--- config.mk ---
export PLATFORM = sky130hd
export DESIGN_NAME = tile_group_dispatcher
export DESIGN_NICKNAME = d
export VERILOG_FILES = /design/src/design/tgd_pkg.sv /design/src/design/tgd_ram.sv /design/src/design/tgd_div.sv /design/src/design/tgd_front.sv /design/src/design/tgd_back.sv /design/src/design/tile_group_dispatcher.sv
export SDC_FILE = /design/constraint.sdc
export NUM_CORES = 1
export LEC_CHECK = 0
export ABC_AREA = 1
export BUFFER_PORTS_ARGS = -buffer_cell sky130_fd_sc_hd__buf_2
export CORE_AREA = 3 3 271 273
export CTS_BUF_LIST = sky130_fd_sc_hd__clkbuf_8
export DETAILED_ROUTE_END_ITERATION = 12
export DIE_AREA = 0 0 274 276
export GPL_TIMING_DRIVEN = 0
export PLACE_DENSITY_LB_ADDON = 0.05
export REMOVE_ABC_BUFFERS = 1
export SLEW_MARGIN = 10
export SYNTH_ARGS = -nofsm -noshare
export SYNTH_HDL_FRONTEND = slang
export SYNTH_SLANG_ARGS = --single-unit
--- constraint.sdc ---
create_clock -name clk -period 4.8 [get_ports clk]
set_input_delay 0.96 -clock clk [delete_from_list [all_inputs] [get_ports clk]]
set_output_delay 0.96 -clock clk [all_outputs]
set_load 0.05 [all_outputs]
--- src/design/tgd_pkg.sv ---
// tgd_pkg: shared types, codes and default constants of the tile group dispatcher.
// No dependencies; imported by tgd_front, tgd_back, tile_group_dispatcher and the testbench.
package tgd_pkg;

	// default sizes, handed to the top-level parameters
	localparam int MAX_PASSES_DEF = 16;
	localparam int TILE_BITS_DEF  = 16;

	// running group totals saturate at this width
	localparam int GROUP_BITS = 20;
	localparam logic [GROUP_BITS-1:0] GROUP_MAX = {GROUP_BITS{1'b1}};

	// command queue between front and back (power of two)
	localparam int QDEPTH = 2;
	localparam int QAW    = (QDEPTH > 1) ? $clog2(QDEPTH) : 1;
	localparam int QCW    = $clog2(QDEPTH + 1);

	// APB register map, word addressed
	localparam int PADDR_W = 4;
	localparam logic [1:0] REG_TILE_COUNT = 2'd0;
	localparam logic [1:0] REG_PASS_COUNT = 2'd1;
	localparam logic [1:0] REG_CLAMP_PASS = 2'd2;

	// raw command codes on the input channel
	localparam logic [1:0] CMD_LOAD    = 2'd0;
	localparam logic [1:0] CMD_RESTART = 2'd1;
	localparam logic [1:0] CMD_REQUEST = 2'd2;

	// decoded operation carried through the queue
	typedef enum logic [1:0] {
		OP_LOAD    = 2'd0,
		OP_RESTART = 2'd1,
		OP_REQUEST = 2'd2,
		OP_NOP     = 2'd3
	} op_t;

	typedef struct packed {
		op_t        op;
		logic [7:0] group_tiles;
		logic [3:0] coarse_pass;
	} cmd_t;

	typedef struct packed {
		logic [QCW-1:0] count;
	} front_status_t;

endpackage

--- src/design/tgd_ram.sv ---
// tgd_ram: generic single-write, single-read RAM with registered read data.
// No dependencies.
module tgd_ram #(
	parameter int WIDTH = 8,
	parameter int DEPTH = 16
) (
	input  logic                                        clk,
	input  logic                                        we,
	input  logic [((DEPTH > 1) ? $clog2(DEPTH) : 1)-1:0] waddr,
	input  logic [WIDTH-1:0]                            wdata,
	input  logic [((DEPTH > 1) ? $clog2(DEPTH) : 1)-1:0] raddr,
	output logic [WIDTH-1:0]                            rdata
);

	logic [WIDTH-1:0] mem_q [DEPTH];

	always_ff @(posedge clk) begin
		if (we) begin
			mem_q[waddr] <= wdata;
		end
		rdata <= mem_q[raddr];
	end

endmodule

--- src/design/tgd_div.sv ---
// tgd_div: iterative restoring divider, one quotient bit per cycle.
// Depends on nothing; divisor must be nonzero. done is set at the edge that registers the last step.
module tgd_div #(
	parameter int DW = 17
) (
	input  logic          clk,
	input  logic          arst_n,
	input  logic          start,
	input  logic [DW-1:0] dividend,
	input  logic [DW-1:0] divisor,
	output logic          done,
	output logic [DW-1:0] quotient
);

	localparam int CNTW = $clog2(DW + 1);

	logic [DW:0]     rem_q;
	logic [DW-1:0]   quo_q;
	logic [DW-1:0]   div_q;
	logic [CNTW-1:0] cnt_q;
	logic            busy_q;
	logic            done_q;
	logic [DW:0]     rem_sh;
	logic [DW+1:0]   diff;
	logic            ge;

	// shift in next dividend bit, trial subtract
	always_comb begin
		rem_sh = {rem_q[DW-1:0], quo_q[DW-1]};
		diff   = {1'b0, rem_sh} - {2'b00, div_q};
		ge     = !diff[DW+1];
	end

	always_ff @(posedge clk or negedge arst_n) begin
		if (!arst_n) begin
			busy_q <= 1'b0;
			done_q <= 1'b0;
			cnt_q  <= '0;
		end else begin
			done_q <= busy_q && (cnt_q == CNTW'(1));
			if (start && !busy_q) begin
				busy_q <= 1'b1;
				cnt_q  <= CNTW'(DW);
			end else if (busy_q) begin
				cnt_q <= cnt_q - 1'b1;
				if (cnt_q == CNTW'(1)) begin
					busy_q <= 1'b0;
				end
			end
		end
	end

	// datapath
	always_ff @(posedge clk) begin
		if (start && !busy_q) begin
			rem_q <= '0;
			quo_q <= dividend;
			div_q <= divisor;
		end else if (busy_q) begin
			rem_q <= ge ? diff[DW:0] : rem_sh;
			quo_q <= {quo_q[DW-2:0], ge};
		end
	end

	assign done     = done_q;
	assign quotient = quo_q;

endmodule

--- src/design/tgd_front.sv ---
// tgd_front: accepts command beats, decodes them and queues them for the back end.
// Depends on tgd_pkg.
module tgd_front import tgd_pkg::*; (
	input  logic          clk,
	input  logic          arst_n,
	input  logic          in_valid,
	output logic          in_stall,
	input  logic [1:0]    command,
	input  logic [7:0]    group_tiles,
	input  logic [3:0]    coarse_pass,
	output cmd_t          q_head,
	output logic          q_valid,
	input  logic          q_pop,
	output front_status_t status
);

	cmd_t           slot_q [QDEPTH];
	logic [QAW-1:0] wr_ptr_q;
	logic [QAW-1:0] rd_ptr_q;
	logic [QCW-1:0] count_q;
	cmd_t           entry;
	logic           push;
	logic           pop;

	// classify the raw command
	always_comb begin
		entry.group_tiles = group_tiles;
		entry.coarse_pass = coarse_pass;
		case (command)
			CMD_LOAD:    entry.op = OP_LOAD;
			CMD_RESTART: entry.op = OP_RESTART;
			CMD_REQUEST: entry.op = OP_REQUEST;
			default:     entry.op = OP_NOP;
		endcase
	end

	assign in_stall = (count_q == QCW'(QDEPTH));
	assign push     = in_valid && !in_stall;
	assign q_valid  = (count_q != '0);
	assign pop      = q_pop && q_valid;
	assign q_head   = slot_q[rd_ptr_q];

	assign status.count = count_q;

	// queue pointers
	always_ff @(posedge clk or negedge arst_n) begin
		if (!arst_n) begin
			wr_ptr_q <= '0;
			rd_ptr_q <= '0;
			count_q  <= '0;
		end else begin
			if (push) begin
				wr_ptr_q <= wr_ptr_q + 1'b1;
			end
			if (pop) begin
				rd_ptr_q <= rd_ptr_q + 1'b1;
			end
			if (push && !pop) begin
				count_q <= count_q + 1'b1;
			end else if (pop && !push) begin
				count_q <= count_q - 1'b1;
			end
		end
	end

	// queue storage
	always_ff @(posedge clk) begin
		if (push) begin
			slot_q[wr_ptr_q] <= entry;
		end
	end

endmodule

--- src/design/tgd_back.sv ---
// tgd_back: executes queued commands: pass table loads, restarts and group requests.
// Depends on tgd_pkg, tgd_ram (pass tables) and tgd_div (shared divider).
module tgd_back import tgd_pkg::*; #(
	parameter int MAX_PASSES = MAX_PASSES_DEF,
	parameter int TILE_BITS  = TILE_BITS_DEF
) (
	input  logic                 clk,
	input  logic                 arst_n,
	input  logic [TILE_BITS-1:0] tile_count,
	input  logic [4:0]           pass_count,
	input  logic [3:0]           clamp_pass,
	input  cmd_t                 q_head,
	input  logic                 q_valid,
	output logic                 q_pop,
	output logic                 out_valid,
	input  logic                 out_stall,
	output logic                 granted,
	output logic [3:0]           pass_index,
	output logic [TILE_BITS-1:0] start_tile,
	output logic [TILE_BITS-1:0] end_tile,
	output logic                 first_fine
);

	localparam int PW = $clog2(MAX_PASSES + 1);
	localparam int AW = (MAX_PASSES > 1) ? $clog2(MAX_PASSES) : 1;
	localparam int DW = ((TILE_BITS > 8) ? TILE_BITS : 8) + 1;
	localparam int NW = (PW > 5) ? PW : 5;
	localparam int SW = ((DW > GROUP_BITS) ? DW : GROUP_BITS) + 1;

	typedef enum logic [4:0] {
		ST_IDLE = 5'b00001,
		ST_LOAD = 5'b00010,
		ST_READ = 5'b00100,
		ST_DIV1 = 5'b01000,
		ST_DIV2 = 5'b10000
	} state_t;

	state_t                state_q;
	logic [7:0]            tpg_q;
	logic [3:0]            coarse_q;
	logic [TILE_BITS-1:0]  left_q;
	logic [PW-1:0]         load_ptr_q;
	logic [GROUP_BITS-1:0] running_q;
	logic [GROUP_BITS-1:0] issued_q;
	logic [PW-1:0]         cur_pass_q;
	logic [TILE_BITS-1:0]  cur_tile_q;
	logic                  out_valid_q;
	logic                  granted_q;
	logic [3:0]            pass_idx_q;
	logic [TILE_BITS-1:0]  start_q;
	logic [TILE_BITS-1:0]  end_q;
	logic                  first_fine_q;

	logic                  take;
	logic [7:0]            tpg_in;
	logic [7:0]            tpg_rd;
	logic [7:0]            gt_rdata;
	logic [GROUP_BITS-1:0] end_rdata;
	logic [NW-1:0]         n_eff;
	logic [NW-1:0]         pc_ext;
	logic [NW-1:0]         cp_ext;
	logic [NW-1:0]         clamp_idx;
	logic                  lp_room;
	logic                  pass_in_table;
	logic [TILE_BITS-1:0]  left_now;
	logic                  refuse;
	logic [SW-1:0]         sum_wide;
	logic [GROUP_BITS-1:0] sum_sat;
	logic                  table_we;
	logic                  div_start;
	logic [DW-1:0]         div_dividend;
	logic [DW-1:0]         div_divisor;
	logic                  div_done;
	logic [DW-1:0]         div_quot;
	logic                  finish;
	logic                  fin_grant;
	logic [TILE_BITS-1:0]  fin_end;
	logic [PW+3:0]         pass_ext;
	logic [PW+3:0]         coarse_ext;

	// pass tables
	tgd_ram #(.WIDTH(8), .DEPTH(MAX_PASSES)) u_tpg_ram (
		.clk   (clk),
		.we    (table_we),
		.waddr (load_ptr_q[AW-1:0]),
		.wdata (tpg_q),
		.raddr (cur_pass_q[AW-1:0]),
		.rdata (gt_rdata)
	);

	tgd_ram #(.WIDTH(GROUP_BITS), .DEPTH(MAX_PASSES)) u_end_ram (
		.clk   (clk),
		.we    (table_we),
		.waddr (load_ptr_q[AW-1:0]),
		.wdata (sum_sat),
		.raddr (clamp_idx[AW-1:0]),
		.rdata (end_rdata)
	);

	tgd_div #(.DW(DW)) u_div (
		.clk      (clk),
		.arst_n   (arst_n),
		.start    (div_start),
		.dividend (div_dividend),
		.divisor  (div_divisor),
		.done     (div_done),
		.quotient (div_quot)
	);

	// clamp pass index: pass_count limited to 1..MAX_PASSES, clamp_pass to count-1
	always_comb begin
		pc_ext = NW'(pass_count);
		cp_ext = NW'(clamp_pass);
		if (pc_ext == '0) begin
			n_eff = NW'(1);
		end else if (pc_ext > NW'(MAX_PASSES)) begin
			n_eff = NW'(MAX_PASSES);
		end else begin
			n_eff = pc_ext;
		end
		clamp_idx = (cp_ext > n_eff - 1'b1) ? n_eff - 1'b1 : cp_ext;
	end

	// request-side decode
	assign take          = (state_q == ST_IDLE) && q_valid && !out_valid_q;
	assign q_pop         = take;
	assign tpg_in        = (q_head.group_tiles == '0) ? 8'd1 : q_head.group_tiles;
	assign lp_room       = load_ptr_q < PW'(MAX_PASSES);
	assign pass_in_table = cur_pass_q < PW'(MAX_PASSES);
	assign tpg_rd        = (!pass_in_table || gt_rdata == '0) ? 8'd1 : gt_rdata;
	assign left_now      = (cur_tile_q < tile_count) ? tile_count - cur_tile_q : '0;
	assign refuse        = issued_q >= end_rdata;
	assign pass_ext      = (PW+4)'(cur_pass_q);
	assign coarse_ext    = (PW+4)'(coarse_q);

	// group total with saturation
	always_comb begin
		sum_wide = SW'(running_q) + SW'(div_quot);
		sum_sat  = (sum_wide > SW'(GROUP_MAX)) ? GROUP_MAX : sum_wide[GROUP_BITS-1:0];
	end
	assign table_we = (state_q == ST_LOAD) && div_done;

	// divider operand select and completion
	always_comb begin
		div_start    = 1'b0;
		div_dividend = DW'(tile_count) + DW'(tpg_in) - DW'(1);
		div_divisor  = DW'(tpg_in);
		finish       = 1'b0;
		fin_grant    = 1'b0;
		fin_end      = tile_count;
		case (state_q)
			ST_IDLE: begin
				if (take) begin
					if (q_head.op == OP_LOAD && lp_room) begin
						div_start = 1'b1;
					end else if (q_head.op != OP_REQUEST) begin
						finish = 1'b1;
					end
				end
			end
			ST_LOAD: begin
				finish = div_done;
			end
			ST_READ: begin
				div_dividend = DW'(left_now) + DW'(tpg_rd) - DW'(1);
				div_divisor  = DW'(tpg_rd);
				if (refuse) begin
					finish = 1'b1;
				end else begin
					div_start = 1'b1;
				end
			end
			ST_DIV1: begin
				div_dividend = DW'(left_q);
				div_divisor  = div_quot;
				if (div_done) begin
					if (div_quot <= DW'(1)) begin
						finish    = 1'b1;
						fin_grant = 1'b1;
					end else begin
						div_start = 1'b1;
					end
				end
			end
			ST_DIV2: begin
				fin_end = cur_tile_q + div_quot[TILE_BITS-1:0];
				if (div_done) begin
					finish    = 1'b1;
					fin_grant = 1'b1;
				end
			end
			default: begin
				finish = 1'b0;
			end
		endcase
	end

	// sequencer and dispatch state
	always_ff @(posedge clk or negedge arst_n) begin
		if (!arst_n) begin
			state_q     <= ST_IDLE;
			load_ptr_q  <= '0;
			running_q   <= '0;
			issued_q    <= '0;
			cur_pass_q  <= '0;
			cur_tile_q  <= '0;
			out_valid_q <= 1'b0;
		end else begin
			if (finish) begin
				out_valid_q <= 1'b1;
			end else if (out_valid_q && !out_stall) begin
				out_valid_q <= 1'b0;
			end
			case (state_q)
				ST_IDLE: begin
					if (take) begin
						case (q_head.op)
							OP_LOAD: begin
								if (lp_room) begin
									state_q <= ST_LOAD;
								end
							end
							OP_RESTART: begin
								issued_q   <= '0;
								cur_pass_q <= '0;
								cur_tile_q <= '0;
							end
							OP_REQUEST: begin
								state_q <= ST_READ;
							end
							default: begin
								state_q <= ST_IDLE;
							end
						endcase
					end
				end
				ST_LOAD: begin
					if (div_done) begin
						running_q  <= sum_sat;
						load_ptr_q <= load_ptr_q + 1'b1;
						state_q    <= ST_IDLE;
					end
				end
				ST_READ: begin
					if (refuse) begin
						state_q <= ST_IDLE;
					end else begin
						issued_q <= issued_q + 1'b1;
						state_q  <= ST_DIV1;
					end
				end
				ST_DIV1: begin
					if (div_done) begin
						if (div_quot <= DW'(1)) begin
							cur_tile_q <= '0;
							if (pass_in_table) begin
								cur_pass_q <= cur_pass_q + 1'b1;
							end
							state_q <= ST_IDLE;
						end else begin
							state_q <= ST_DIV2;
						end
					end
				end
				ST_DIV2: begin
					if (div_done) begin
						cur_tile_q <= fin_end;
						state_q    <= ST_IDLE;
					end
				end
				default: begin
					state_q <= ST_IDLE;
				end
			endcase
		end
	end

	// per-item payload and result register
	always_ff @(posedge clk) begin
		if (take) begin
			tpg_q    <= tpg_in;
			coarse_q <= q_head.coarse_pass;
		end
		if (state_q == ST_READ) begin
			left_q <= left_now;
		end
		if (finish) begin
			granted_q    <= fin_grant;
			pass_idx_q   <= fin_grant ? pass_ext[3:0] : 4'd0;
			start_q      <= fin_grant ? cur_tile_q : '0;
			end_q        <= fin_grant ? fin_end : '0;
			first_fine_q <= fin_grant && (cur_tile_q == '0) && (pass_ext == coarse_ext);
		end
	end

	assign out_valid  = out_valid_q;
	assign granted    = granted_q;
	assign pass_index = pass_idx_q;
	assign start_tile = start_q;
	assign end_tile   = end_q;
	assign first_fine = first_fine_q;

endmodule

--- src/design/tile_group_dispatcher.sv ---
// tile_group_dispatcher: one command beat in, one result beat out, in order.
// Request: up to two back-to-back passes of the bit-serial divider, DW = max(TILE_BITS,8)+1;
// a refused request ends after the table read, a load takes one divider pass, a restart none.
// A two-entry command queue keeps accepting beats, until it is full, while a result waits to be taken.
// Async active-low reset clears control state and the registers (tile_count 1,
// pass_count 1, clamp_pass 15); pass tables stay undefined until loaded, no clearing pass.
module tile_group_dispatcher import tgd_pkg::*; #(
	parameter int MAX_PASSES = MAX_PASSES_DEF,
	parameter int TILE_BITS  = TILE_BITS_DEF
) (
	input  logic                 clk,
	input  logic                 arst_n,
	input  logic                 psel,
	input  logic                 penable,
	input  logic                 pwrite,
	input  logic [PADDR_W-1:0]   paddr,
	input  logic [31:0]          pwdata,
	output logic [31:0]          prdata,
	output logic                 pready,
	input  logic                 in_valid,
	output logic                 in_stall,
	input  logic [1:0]           command,
	input  logic [7:0]           group_tiles,
	input  logic [3:0]           coarse_pass,
	output logic                 out_valid,
	input  logic                 out_stall,
	output logic                 granted,
	output logic [3:0]           pass_index,
	output logic [TILE_BITS-1:0] start_tile,
	output logic [TILE_BITS-1:0] end_tile,
	output logic                 first_fine
);

	logic [TILE_BITS-1:0] tile_count_q;
	logic [4:0]           pass_count_q;
	logic [3:0]           clamp_pass_q;
	logic                 cfg_wr;
	cmd_t                 q_head;
	logic                 q_valid;
	logic                 q_pop;
	front_status_t        front_status;

	// configuration registers
	assign pready = 1'b1;
	assign cfg_wr = psel && penable && pwrite;

	always_ff @(posedge clk or negedge arst_n) begin
		if (!arst_n) begin
			tile_count_q <= TILE_BITS'(1);
			pass_count_q <= 5'd1;
			clamp_pass_q <= 4'd15;
		end else if (cfg_wr) begin
			case (paddr[3:2])
				REG_TILE_COUNT: tile_count_q <= pwdata[TILE_BITS-1:0];
				REG_PASS_COUNT: pass_count_q <= pwdata[4:0];
				REG_CLAMP_PASS: clamp_pass_q <= pwdata[3:0];
				default:        ;
			endcase
		end
	end

	always_comb begin
		case (paddr[3:2])
			REG_TILE_COUNT: prdata = 32'(tile_count_q);
			REG_PASS_COUNT: prdata = 32'(pass_count_q);
			REG_CLAMP_PASS: prdata = 32'(clamp_pass_q);
			default:        prdata = '0;
		endcase
	end

	tgd_front u_front (
		.clk         (clk),
		.arst_n      (arst_n),
		.in_valid    (in_valid),
		.in_stall    (in_stall),
		.command     (command),
		.group_tiles (group_tiles),
		.coarse_pass (coarse_pass),
		.q_head      (q_head),
		.q_valid     (q_valid),
		.q_pop       (q_pop),
		.status      (front_status)
	);

	tgd_back #(
		.MAX_PASSES (MAX_PASSES),
		.TILE_BITS  (TILE_BITS)
	) u_back (
		.clk        (clk),
		.arst_n     (arst_n),
		.tile_count (tile_count_q),
		.pass_count (pass_count_q),
		.clamp_pass (clamp_pass_q),
		.q_head     (q_head),
		.q_valid    (q_valid),
		.q_pop      (q_pop),
		.out_valid  (out_valid),
		.out_stall  (out_stall),
		.granted    (granted),
		.pass_index (pass_index),
		.start_tile (start_tile),
		.end_tile   (end_tile),
		.first_fine (first_fine)
	);

	// a refused or non-request beat carries an all-zero payload
	a_zero_when_not_granted: assert property (@(posedge clk) disable iff (!arst_n)
		out_valid && !granted |-> pass_index == 4'd0 && start_tile == '0 &&
			end_tile == '0 && !first_fine)
		else $error("non-granted result with nonzero payload");

	// first_fine only on a granted group starting at tile zero
	a_first_fine_start: assert property (@(posedge clk) disable iff (!arst_n)
		out_valid && first_fine |-> granted && start_tile == '0)
		else $error("first_fine on a group not starting at tile zero");

	// a beat taken with no pop grows the queue by one
	a_queue_push: assert property (@(posedge clk) disable iff (!arst_n)
		in_valid && !in_stall && !q_pop |=> front_status.count == $past(front_status.count) + 1'b1)
		else $error("command queue lost an accepted beat");

endmodule

# Word-level counts from Yosys, hierarchy flattened
# Memories as Yosys holds them, arrays and structs flattened. A register that Yosys moved wholly into a read port is not among the register bits.
# Cells that the tools add are included.
[classes]
addsub = 17
muxes = 67
reduce_logical = 47
magnitude_cmp = 8
eq_ne = 25
[op_table]
columns = ["op", "count"]
rows = [
  ["16-bit 2-to-1 mux", 7],
  ["16-bit case mux with 3 select lines", 2],
  ["20-bit 2-to-1 mux", 4],
  ["5-bit 2-to-1 mux", 14],
  ["17-bit case mux with 2 select lines", 2],
  ["17-bit 2-to-1 mux", 3],
  ["20-bit case mux with 2 select lines", 1],
  ["16-bit by 8-bit adder with 17-bit output", 2],
  ["17-bit by 1-bit subtractor with 17-bit output (second input constant)", 2],
  ["20-bit by 17-bit adder with 21-bit output", 1],
  ["21-bit by 20-bit greater-than comparator with 1-bit output (second input constant)", 1],
  ["1-bit 2-to-1 mux", 21],
  ["20-bit by 1-bit adder with 20-bit output (second input constant)", 1],
  ["20-bit >= comparator", 1],
  ["5-bit case mux with 4 select lines", 1],
  ["18-bit by 17-bit subtractor with 19-bit output", 1],
  ["17-bit by 1-bit less-or-equal comparator with 1-bit output (second input constant)", 1],
  ["16-bit adder", 1],
  ["16-bit zero test", 1],
  ["8-bit zero test", 2],
  ["16-bit < comparator", 1],
  ["8-bit 2-to-1 mux", 2],
  ["16-bit subtractor", 1],
  ["1-bit logical AND", 15],
  ["38 further kinds", 76],
]
[totals]
n_memories = 3
ram_bits = 476
input_bits = 57
register_bits = 225
[mem_list]
columns = ["memory", "words", "word_bits", "read_ports", "rd_ports_with_merged_regs", "wr", "line_no", "rtl"]
rows = [
  ["u_back.u_end_ram.mem_q", 16, 20, 1, 1, 1, "tgd_ram.sv:15", "logic [WIDTH-1:0] mem_q [DEPTH];"],
  ["u_back.u_tpg_ram.mem_q", 16, 8, 1, 1, 1, "tgd_ram.sv:15", ""],
  ["u_front.slot_q", 2, 14, 1, 0, 1, "tgd_front.sv:17", "cmd_t slot_q [QDEPTH];"],
]

# Longest topological paths before layout
[depth]
word_depth = 8
ltp_mapped = 30

# Cells and area by module
# A second synthesis with hierarchy kept.
[unflattened]
hier_cells = 4386
hier_area_um2 = 38289.2
[by_module_without_submodules]
columns = ["module", "n_inst", "seq_area_each_um2", "cells_per_inst", "area_each_um2"]
rows = [
  ["tgd_ram at u_back.u_end_ram", 1, 10009.6, 1336, 14192.4],
  ["tgd_back", 1, 3784.9, 1740, 12094.1],
  ["tgd_ram at u_back.u_tpg_ram", 1, 4003.8, 551, 5766.8],
  ["tgd_div", 1, 1536.5, 471, 3568.4],
  ["tile_group_dispatcher", 1, 633.1, 181, 1390.1],
  ["tgd_front", 1, 940.9, 107, 1277.5],
]

# Least setup slack after synthesis
# OpenSTA, ideal clock, no wires.
[synth_path]
kind = "register to register"
start = "register tile_count_q[0]"
end = "register u_back.u_div.quo_q[7], in the netlist u_back.u_div.quotient[7], data pin"
required_ns = 4.548
stages_incl_launch_ff = 28
arrival_time_ns = 3.990
setup_slack_ns = 0.558
n_path_buf = 1
synth_period_minus_slack_ns = 4.242
path_cell_list = "dfstp_2 -> inv_1 -> ha_1 -> fa_1 -> inv_1 -> nand3_1 -> nand2_1 -> nand2_1 -> nand2_1 -> nand2_1 -> a21oi_1 -> inv_1 -> buf_6 -> nor2_1 -> inv_1 -> ha_1 -> inv_1 -> ha_1 -> fa_1 -> nand3_1 -> nand2_1 -> nand2_1 -> nand2_1 -> or2_2 -> nand3_1 -> nand3_1 -> nand2_1 -> nand2_1"
[synth_between]
elab_chain_len = 6
elab_cells_between_ends = 9
cone_classes = "5 x add/sub; 1 x order compare; 3 x mux"
[synth_rtl]
columns = ["element", "line_no", "rtl"]
rows = [
  ["start, declared", "tile_group_dispatcher.sv:34", "logic [TILE_BITS-1:0] tile_count_q;"],
  ["start signal, assigned", "tile_group_dispatcher.sv:54", "REG_TILE_COUNT: tile_count_q <= pwdata[TILE_BITS-1:0];"],
  ["16-bit subtractor or 16-bit < comparator (tied branches)", "tgd_back.sv:131", "assign left_now = (cur_tile_q < tile_count) ? tile_count - cur_tile_q : '0;"],
  ["16-bit 2-to-1 mux (*)", "tgd_back.sv:131", ""],
  ["net u_back.left_now[1]", "tgd_back.sv:65", "logic [TILE_BITS-1:0] left_now;"],
  ["16-bit by 8-bit adder with 17-bit output (*)", "tgd_back.sv:165", "div_dividend = DW'(left_now) + DW'(tpg_rd) - DW'(1);"],
  ["17-bit by 1-bit subtractor with 17-bit output (*)", "tgd_back.sv:165", ""],
  ["17-bit case mux with 2 select lines (*)", "tgd_back.sv:151", "case (state_q)"],
  ["17-bit 2-to-1 mux (*)", "tgd_div.sv:55", "if (start && !busy_q) begin"],
  ["end signal, assigned", "tgd_div.sv:57", "quo_q <= dividend;"],
  ["end signal, assigned", "tgd_div.sv:61", "quo_q <= {quo_q[DW-2:0], ge};"],
  ["end, declared", "tgd_div.sv:18", "logic [DW-1:0] quo_q;"],
]
# Mark *: on every way through the listed nets, which the timed path passes. The rest lies on a longest branch.
# A chain may end at the register's enable or synchronous reset.

# Worst setup path after layout
[layout_path]
start = "register pass_count_q[0]"
end = "register u_back.u_end_ram.rdata[0], read port of u_back.u_end_ram.mem_q"
[layout_between]
elab_chain_len = 6
elab_cells_between_ends = 7
cone_classes = "1 x add/sub; 2 x order compare; 3 x mux; 1 x reduce/logical"
[layout_rtl]
columns = ["element", "line_no", "rtl"]
rows = [
  ["start, declared", "tile_group_dispatcher.sv:35", "logic [4:0] pass_count_q;"],
  ["start signal, assigned", "tile_group_dispatcher.sv:55", "REG_PASS_COUNT: pass_count_q <= pwdata[4:0];"],
  ["5-bit greater-than comparator", "tgd_back.sv:116", "end else if (pc_ext > NW'(MAX_PASSES)) begin"],
  ["5-bit 2-to-1 mux", "tgd_back.sv:116", ""],
  ["5-bit 2-to-1 mux (*)", "tgd_back.sv:114", "if (pc_ext == '0) begin"],
  ["5-bit by 1-bit subtractor with 5-bit output (*)", "tgd_back.sv:121", "clamp_idx = (cp_ext > n_eff - 1'b1) ? n_eff - 1'b1 : cp_ext;"],
  ["4-bit by 5-bit greater-than comparator with 1-bit output", "tgd_back.sv:121", ""],
  ["4-bit 2-to-1 mux (*)", "tgd_back.sv:121", ""],
  ["end, declared", "tgd_ram.sv:12", "output logic [WIDTH-1:0] rdata"],
]
# Every way passes the cells marked *; elsewhere a longest branch is shown, timed or not.

==> flow_metrics.env <==
export IMPL_clock_latency_ps=770
export IMPL_hold_viol=0
export IMPL_synthMuxAreaShare=0.00149
export IMPL_dp_hpwl_mm=66.8
export IMPL_final_util=0.580
export IMPL_cp_startpoint="pass_count_q[0]$_DFFE_PN1P_"
export IMPL_required_ps=5450
export IMPL_synth_simple_area_share=0.205
export IMPL_area_delta_synth_final_pct=11.9
export IMPL_r2r_start="pass_count_q[0]$_DFFE_PN1P_"
export IMPL_slew_viol_final=0
export IMPL_finClkSkew_ps=38.9
export IMPL_rows=98
export IMPL_maxCapViolCount=0
export IMPL_ys_seq_area_frac=0.565
export IMPL_synth_warnings=0
export IMPL_fin_ws_ps=135
export IMPL_syn_avg_cell_area_um2=9.23
export IMPL_synth_top_family_by_area="simple AND/OR/NAND/NOR gates"
export IMPL_wl_per_cell_um=19.4
export IMPL_grt_max_degree=104
export IMPL_wl_mm=101
export IMPL_rsz0062_at_grt="yes"
export IMPL_synthCells=4009
export IMPL_multi_input_area_um2=13100
export IMPL_max_freq_mhz=214
export IMPL_synth_seq_cells=729
export IMPL_setup_viol=0
export IMPL_stdcell_area_um2=41400
export IMPL_synthAdderAreaFrac=0.0523
export IMPL_crit_arrival_ps=5320
export IMPL_root_buffer="clkbuf_8"
export IMPL_yosys_cell_types_count=62
export IMPL_register_area_um2=20900
export IMPL_status="completed"
export IMPL_port_buffers=94
export IMPL_antenna_found_initial=2
export IMPL_irDropWorstVdd_uv=428
export IMPL_slew_headroom=0.195
export IMPL_synth_xor_xnor_area_share=0.0149
export IMPL_die_width_um=274
export IMPL_p_per_area_nw_per_um2=601
export IMPL_timing_final_crit_period_ps=4660
export IMPL_fin_crit_sh=0.972
export IMPL_cts_buffers=120
export IMPL_globalplace_congestion=0.909
export IMPL_tightest_slew_ps=1200
export IMPL_fin_nets=4334
export IMPL_leakage_nw=18.5
export IMPL_cts_buffer_depth=3
export IMPL_die_area_um2=75600
export IMPL_dr_total_vias=27599
export IMPL_cts_hold_buffers=0
export IMPL_remaining_drc_errors=0
export IMPL_finalSetupTns_ps=0
export IMPL_critPathKind="reg2reg"
export IMPL_floorplan_initialDensity=0.518
export IMPL_clock_sinks=729
export IMPL_grt_usage=0.263
export IMPL_dp_slack_ps=-348
export IMPL_async_flop_share=0.148
export IMPL_coreArea_um2=71400
export IMPL_worstSetupStartpointType="flip-flop"
export IMPL_gr_total_overflow=0
export IMPL_fp_dieH_um=276
export IMPL_synthesis_area_um2=37000
export IMPL_crit_path_max_fanout=20
export IMPL_finalPower_mw=24.9
export IMPL_pin_count=130
export IMPL_postRouteAntennaNets=0
export IMPL_synth_ff_type="edfxtp_1"
export IMPL_cts_tree="yes"
export IMPL_synth_compound_area_frac=0.0729
export IMPL_initialDrtViolationCount=2411
export IMPL_hp_class="in2async"
export IMPL_crit_path_end_kind="flip-flop"
export IMPL_drtPass1Iterations=6
export IMPL_drive_gt1_frac=0.0928
export IMPL_first_global_vias=25915
export IMPL_dpl_cell_area_um2=38800
export IMPL_clkTransAtPathRegs_ps=60
export IMPL_synth_edf_count=576
export IMPL_htree_levels=3
export IMPL_n_fill_cell=6273
export IMPL_grt_pass1_wl_mm=153
export IMPL_viasPerCell=5.32
[sequential cells by signal, indices dropped and copies added, names as in the netlist, 17 cells and up]
register and flops:
u_back.u_div.quotient 17, u_back.u_div.div_q 17, u_back.u_div.rem_q 17, u_back.u_end_ram.mem_q 320, u_front.slot_q 28, u_back.running_q 20
u_back.u_end_ram.rdata 20, u_back.u_tpg_ram.mem_q 128, u_back.issued_q 20
[synthesized netlist by cell type, drive strengths merged (4+ instances only)]
cell type / instances / area [um2]
o21ai: 210 / 1060
xnor2: 28 / 245
nor2: 298 / 1150
inv: 652 / 2450
edfxtp: 576 / 17300
a21o: 8 / 60.1
nand2: 927 / 3530
or2: 14 / 87.6
clkbuf: 54 / 203
a22oi: 6 / 45.0
nor3: 22 / 110
dfxtp: 45 / 901
a21oi: 161 / 817
o21bai: 6 / 45.0
a31oi: 5 / 31.3
mux2: 4 / 45.0
dfrtp: 101 / 2530
o221ai: 19 / 166
nand4: 30 / 200
buf: 95 / 607
ha: 145 / 1810
o22ai: 21 / 131
dfstp: 7 / 184
fa: 6 / 120
nor4: 8 / 50.1
a21boi: 9 / 67.6
nand3: 459 / 2310
o21a: 8 / 60.1
nand3b: 13 / 97.6
o211ai: 13 / 97.6
xor2: 35 / 307
[cell usage in the layout, fill, tap and decap left out, types with 17 or more instances in the layout]
master    netlist  routed
clkbuf_8        0     137
conb_1          2      17
nor3_1         22      21
nor2_4          1      18
clkinv_1        2      17
xor2_1         35      35
nand3_1       457     457
nor2_1        292     269
buf_2          50      93
dfxtp_1        45      45
a21oi_1       158     156
xnor2_1        28      28
o21ai_1        22      25
o22ai_1        21      21
clkinv_2        1      17
o21ai_0       186     182
inv_1         642     687
o221ai_1       19      19
dfrtp_1       101      98
nand4_1        28      28
edfxtp_1      576     576
ha_1          145     144
nand2_1       919     915
buf_16          0      17
[through the flow]
step | hold WS, ps | instances
6_report | 171 | 5185
2_1_floorplan | 426 | 3875
3_3_place_gp | 444 | 4919
4_1_cts | 136 | 5180
5_1_grt | 168 | 5184
3_5_place_dp | 446 | 4951
[what timing repair did]
item                       in CTS  in global routing
gates resized for setup         4                 14
gates cloned                    0                  2
setup endpoints to repair      12                 23
buffers inserted                0                  1
pin swaps                       0                  2
[logic make-up after synthesis]
| logic type | after synthesis |
|---|---|
| compound gates | 479 |
| xor+xnor | 63 |
| fa+ha+maj | 151 |
| buf+inv | 804 |
| flops | 729 |
| mux | 5 |
| other cells | 2 |
| simple gates | 1776 |
[power breakdown]
part,switching (mW),internal [mW]
sequential,0.801,8.37
combinational,7.17,3.03
clock,2.59,2.90
[critical path, stage by stage (launching register included)]
cell,delay (ps)
dfstp_2,540
inv_1,70
nand3_1,100
nand2_1,70
nand2_2,220
ha_1,230
xor2_1,310
ha_1,330
nand3_1,100
nand3_1,60
nand2_1,60
nand2_1,320
nand2_8,250
inv_2,80
nand2_1,110
o21ai_4,170
buf_16,220
inv_1,870
nand3_1,200
nand2_1,220
[layer usage]
| layer | GRT usage | part of all wire |
|---|---|---|
| met1 | 0.388 | 0.46 |
| met2 | 0.410 | 0.45 |
| met3 | 0.0412 | 0.073 |
| met4 | 0.0638 | 0.021 |
| met5 | 0 | 0 |
[layout make-up]
class | instances | area share
flip-flops and latches | 729 | 0.505
multi-input cells | 2493 | 0.317
inverters | 655 | 0.0595
clock buffers | 137 | 0.0456
repair buffers | 127 | 0.0300
well taps | 950 | 0.0287
clock inverters | 92 | 0.0136
diodes | 2 | 0.000121
[final timing paths]
kind / to / slack, ps / cells after the start
hold / removal: u_back.issued_q[9]$_DFFE_PN0P_ / 170 / 1
hold reg to reg: u_back.u_div.rem_q[16]$_SDFFE_PP0P_ / 450 / 2
setup / recovery: u_back.u_end_ram.rdata[0]$_DFF_P_ / 140 / 19
min in group clk: u_front.slot_q[0][12]$_DFFE_PP_ / 400 / 1
max in group asynchronous: tile_count_q[0]$_DFFE_PN1P_ / 3840 / 2
setup reg to reg: u_back.u_end_ram.rdata[0]$_DFF_P_ / 140 / 19
Note: power is estimated with default switching activity, not from simulation.
